[config.mk]
export PLATFORM = sky130hd
export DESIGN_NAME = erm_cell
export DESIGN_NICKNAME = d
export VERILOG_FILES = /design/src/erm_pkg.sv /design/src/erm_cell.sv
export SDC_FILE = /design/constraint.sdc
export NUM_CORES = 1
export LEC_CHECK = 0
export ABC_AREA = 1
export BUFFER_PORTS_ARGS = -buffer_cell sky130_fd_sc_hd__buf_2
export CELL_PAD_IN_SITES_DETAIL_PLACEMENT = 2
export CELL_PAD_IN_SITES_GLOBAL_PLACEMENT = 2
export CORE_MARGIN = 2
export CORE_UTILIZATION = 34
export DETAILED_ROUTE_END_ITERATION = 6
export MAX_ROUTING_LAYER = met4
export PLACE_DENSITY = 0.94
export SYNTH_ARGS = -nofsm -noshare
export SYNTH_HDL_FRONTEND = slang
export SYNTH_SLANG_ARGS = --single-unit
[constraint.sdc]
create_clock -name clk -period 5.2 [get_ports clk]
set_input_delay 0.52 -clock clk [delete_from_list [all_inputs] [get_ports clk]]
set_output_delay 0.52 -clock clk [all_outputs]
set_load 0.01 [all_outputs]
[src/erm_pkg.sv]
// Package for the Euler rotation matrix block: request and result types,
// CORDIC constants and the arctangent table. No dependencies.
package erm_pkg;

  localparam int AngleW = 16;
  localparam int CoefW = 16;
  localparam int DataW = 34;
  localparam int PhaseW = 32;
  localparam logic signed [DataW-1:0] CordicGain = 34'sd652032874;
  localparam logic signed [DataW-1:0] QOne = 34'sd1073741824;

  typedef logic signed [DataW-1:0] data_t;
  typedef logic signed [PhaseW:0] phase_t;

  typedef struct packed {
    logic signed [AngleW-1:0] yaw_angle;
    logic signed [AngleW-1:0] pitch_angle;
    logic signed [AngleW-1:0] roll_angle;
  } request_t;

  typedef struct packed {
    logic signed [CoefW-1:0] entry_00;
    logic signed [CoefW-1:0] entry_01;
    logic signed [CoefW-1:0] entry_02;
    logic signed [CoefW-1:0] entry_10;
    logic signed [CoefW-1:0] entry_11;
    logic signed [CoefW-1:0] entry_12;
    logic signed [CoefW-1:0] entry_20;
    logic signed [CoefW-1:0] entry_21;
    logic signed [CoefW-1:0] entry_22;
  } result_t;

  // Three angles travelling down the CORDIC chain.
  typedef struct packed {
    data_t  [2:0] x;
    data_t  [2:0] y;
    phase_t [2:0] z;
    logic   [2:0][1:0] quad;
  } cordic_t;

  function automatic phase_t atan_entry(input int i);
    logic [31:0] v;
    begin
      unique case (i)
        0: v = 32'h20000000;  1: v = 32'h12E4051E;  2: v = 32'h09FB385B;
        3: v = 32'h051111D4;  4: v = 32'h028B0D43;  5: v = 32'h0145D7E1;
        6: v = 32'h00A2F61E;  7: v = 32'h00517C55;  8: v = 32'h0028BE53;
        9: v = 32'h00145F2F; 10: v = 32'h000A2F98; 11: v = 32'h000517CC;
        12: v = 32'h00028BE6; 13: v = 32'h000145F3; 14: v = 32'h0000A2FA;
        15: v = 32'h0000517D; 16: v = 32'h000028BE; 17: v = 32'h0000145F;
        18: v = 32'h00000A30; 19: v = 32'h00000518; 20: v = 32'h0000028C;
        21: v = 32'h00000146; 22: v = 32'h000000A3; 23: v = 32'h00000051;
        24: v = 32'h00000029; 25: v = 32'h00000014; 26: v = 32'h0000000A;
        27: v = 32'h00000005; 28: v = 32'h00000003; 29: v = 32'h00000001;
        30: v = 32'h00000001;
        default: v = 32'h00000000;
      endcase
      atan_entry = {1'b0, v};
    end
  endfunction

endpackage

[src/erm_cell.sv]
// One CORDIC micro-rotation cell for three angles at once.
// Depends on erm_pkg.
module erm_cell import erm_pkg::*; #(
  parameter int STEP = 0
) (
  input  logic    clk,
  input  logic    rst,
  input  logic    advance,
  input  logic    in_valid,
  input  cordic_t in_data,
  output logic    out_valid,
  output cordic_t out_data
);

  localparam int Shift = (STEP > DataW - 1) ? DataW - 1 : STEP;
  localparam phase_t Atan = atan_entry(STEP);

  cordic_t data_next;

  always_comb begin
    data_next = in_data;
    for (int a = 0; a < 3; a++) begin
      if (!in_data.z[a][PhaseW]) begin
        data_next.x[a] = in_data.x[a] - (in_data.y[a] >>> Shift);
        data_next.y[a] = in_data.y[a] + (in_data.x[a] >>> Shift);
        data_next.z[a] = in_data.z[a] - Atan;
      end else begin
        data_next.x[a] = in_data.x[a] + (in_data.y[a] >>> Shift);
        data_next.y[a] = in_data.y[a] - (in_data.x[a] >>> Shift);
        data_next.z[a] = in_data.z[a] + Atan;
      end
    end
  end

  always_ff @(posedge clk) begin
    if (rst) begin
      out_valid <= 1'b0;
    end else if (advance) begin
      out_valid <= in_valid;
    end
    if (advance) begin
      out_data <= data_next;
    end
  end

endmodule

==> qor.yml <==
clkPwrFrac_pct: 30.0
cp_slowest_cell: "fa_1"
dr_total_vias: 35270
fmax_mhz: 352.5
syn_area_per_cell_um2: 6.851
ios: 623
drt_iter0_drc: 2355
tns_ns: 0
vias_per_cell: 5.604
drive_gt1_share_pct: 15.22
cts_made_buffers: 43
worstPathCellList: "buf_2 -> ha_1 -> fa_1 -> nand2_1 -> nor2_1 -> nor2_2 -> inv_1 -> nand2_1 -> nand2_1 -> nand2_1 -> nand2_1 -> nand2_1 -> nand3_1 -> nand3_1 -> nand2_1"
grt-busiest-layer: "met2"
grtUsageMet1_pct: 41.39
grt_pass1_wl_mm: 242.7
die_h_um: 306.1
yosysTopAreaCellShare_pct: 29.62
die-area_um2: 93670
finClkSkew_ns: 0
cp_max_fo: 5
synth_cell_types: 53
cts_max_path_buffers: 3
fillers: 11090
final_core_util_pct: 40.19
dp_hpwl_mm: 136.3
fp-row-count: 110
synth_compound_area_share_pct: 14.49
root_buffer: "clkbuf_16"
max_cap_viol_count: 0
ir_drop_v: 0.0002073
hold_viol_final: 0
cell_internal_pwr_mw: 5.930
ctsHoldBuffers: 0
avgRoutedWirePerCell_um: 26.11
r2r_slack_ns: 4.60
final_common_cell: "nand2_1"
multiInputGateArea_um2: 18600
layout-area-overhead-vs-synth_pct: 16.96
synthMuxAreaShare_pct: 0.1613
final_nets: 5703
synth_edf_count: 306
synth_top_family_by_area: "simple AND/OR/NAND/NOR gates"
mostFrequentLayoutCells: "nand2_1, buf_2, inv_1"
grt_antenna_before_repair: 16
critPathCaptureType: "flip-flop"
post-route-period-util_pct: 54.56
status: "completed"
synth_xor_xnor_area_share_pct: 2.287
route.detailed.drc: 0
ys_seq_area_share_pct: 29.68
critPathArrivalTime_ns: 3.18
die_w_um: 306.1
synth_top_area_cell: "edfxtp_1"
cts_resized: 0
syn_area_um2: 31020
cp-start-kind: "input port"
numClockSinks: 307
gr-usage-met2_pct: 59.84
min_path_type: "in2reg"
synth_cells: 4528
ys.flop_type: "edfxtp_1"
htreeDepth: 2
cp_common_cell: "nand2_1"
synthAdderAreaFrac_pct: 13.00
rsz0062_at_grt: "false"
path_clk_slew_ns: 0.06
drv_slew: 0
worstMarginPinSlew_ns: 1.346
power_frac_seq_pct: 32.5
wirelength_mm: 164.3
finalCriticalPeriod_ns: 2.837
track_usage_pct: 35.04
ant_nets: 0
drtPass1Iterations: 6
grt_max_degree: 116
register_area_um2: 9209
powerDensity_nw_per_um2: 279.0
start_util_pct: 34.36
ys_top_cells_by_area: "edfxtp_1, nand2_1, ha_1, inv_1, nand3_1"
power.share.combinational_pct: 37.6
cts_tree: "done"
cts_setup_buffers: 0
async_reset_ff_share_pct: 0
coreArea_um2: 90290
place.gp.congestion: 1.001
use_met3_pct: 4.735
slowest_delay_ns: 0.59
p_switching_mw: 4.195
slew_headroom_pct: 9.342
clock_latency_ns: 0.59
ys_seq_elements: 307
power_leakage_nw: 18.12
p_sw_share_pct: 41.43
port_buffers: 622
gr-total-overflow: 0
grt_pass1_vias: 38500
setup_violations: 0
critical_path_class: "in2reg"
yosysWarningCount: 0
critPathRequiredTime_ns: 5.54
syn-num-nets: 5156
synthSimpleGateAreaFrac_pct: 30.03
## power groups by stage
stage          clock (mW)  combinational (mW)  sequential, mW
2_1_floorplan           0                1.94            3.41
3_3_place_gp            0                3.50            3.30
3_5_place_dp            0                3.68            3.33
4_1_cts              3.09                3.73            3.29
5_1_grt              3.16                4.09            3.31
6_report             3.03                3.80            3.29
## state kept, by name, summed over array words and instances (netlist names)
| register | flops |
|---|---|
| out_valid | 1 |
| out_data | 306 |
## synth_stat cells, drive strengths merged, types with 4 or more instances
library cell	count
and2	5
nand3b	4
ha	303
a21o	34
fa	12
nor4	15
buf	110
nand2	1231
o211ai	21
o21ai	296
o21a	7
or2	17
nor2	441
clkbuf	23
a31oi	6
a21oi	399
o31ai	15
nand4	31
o21bai	30
nor3	45
mux2i	5
o22ai	13
xnor2	4
inv	631
nand3	438
edfxtp	306
xor2	77
## cell families (layout without fill, tap and decap cells)
family | Yosys count | in the layout
flops | 307 | 307
compound gates | 827 | 827
simple gates | 2227 | 2227
xor+xnor | 81 | 81
fa+ha+maj | 315 | 315
buf+inv | 766 | 1344
mux | 5 | 5
other cells | 0 | 12
## area by class of cell
cell class / instances / share of cell area (%)
clock inverters: 24 / 0.6552
repair buffers: 635 / 8.945
well taps: 1176 / 4.055
flip-flops and latches: 307 / 25.38
diodes: 12 / 0.08276
inverters: 633 / 6.552
multi-input cells: 3455 / 51.27
clock buffers: 52 / 3.059
## final timing paths
path	cells after the start	end	startpoint
hold / removal	1	out_data[15]	in_data[15]
setup reg to reg	2	out_valid	out_valid
hold reg to reg	2	out_valid	out_valid
setup / recovery	15	out_data[127]	in_data[105]
## layer usage
metal,share of wire [%],vias up
li1,-,15930
met2,49,1209
met5,0,-
met3,5.5,344
met1,41,17790
met4,4.7,0
## critical path, delay by kind of cell
family,cells,cell delay (ns)
buffers and inverters,2,0.27
adders and majority gates,2,0.92
and+or+nand+nor,11,1.45
## through the flow
step                      power, mW  std cells  hold slack (ns)  cell area [um2]  setup slack (ns)
after global routing          10.55       6292          0.03584            36280             2.306
after detailed placement      7.014       6206           0.5127            34910             1.827
after CTS                     10.10       6282          0.01501            36250             2.457
final                         10.12       6294          0.05136            36280             2.363
after floorplan               5.354       4528           0.5279            31020             2.868
after global placement        6.797       6206           0.4706            34910             1.959
No activity file was read; power rests on OpenSTA's default activity.
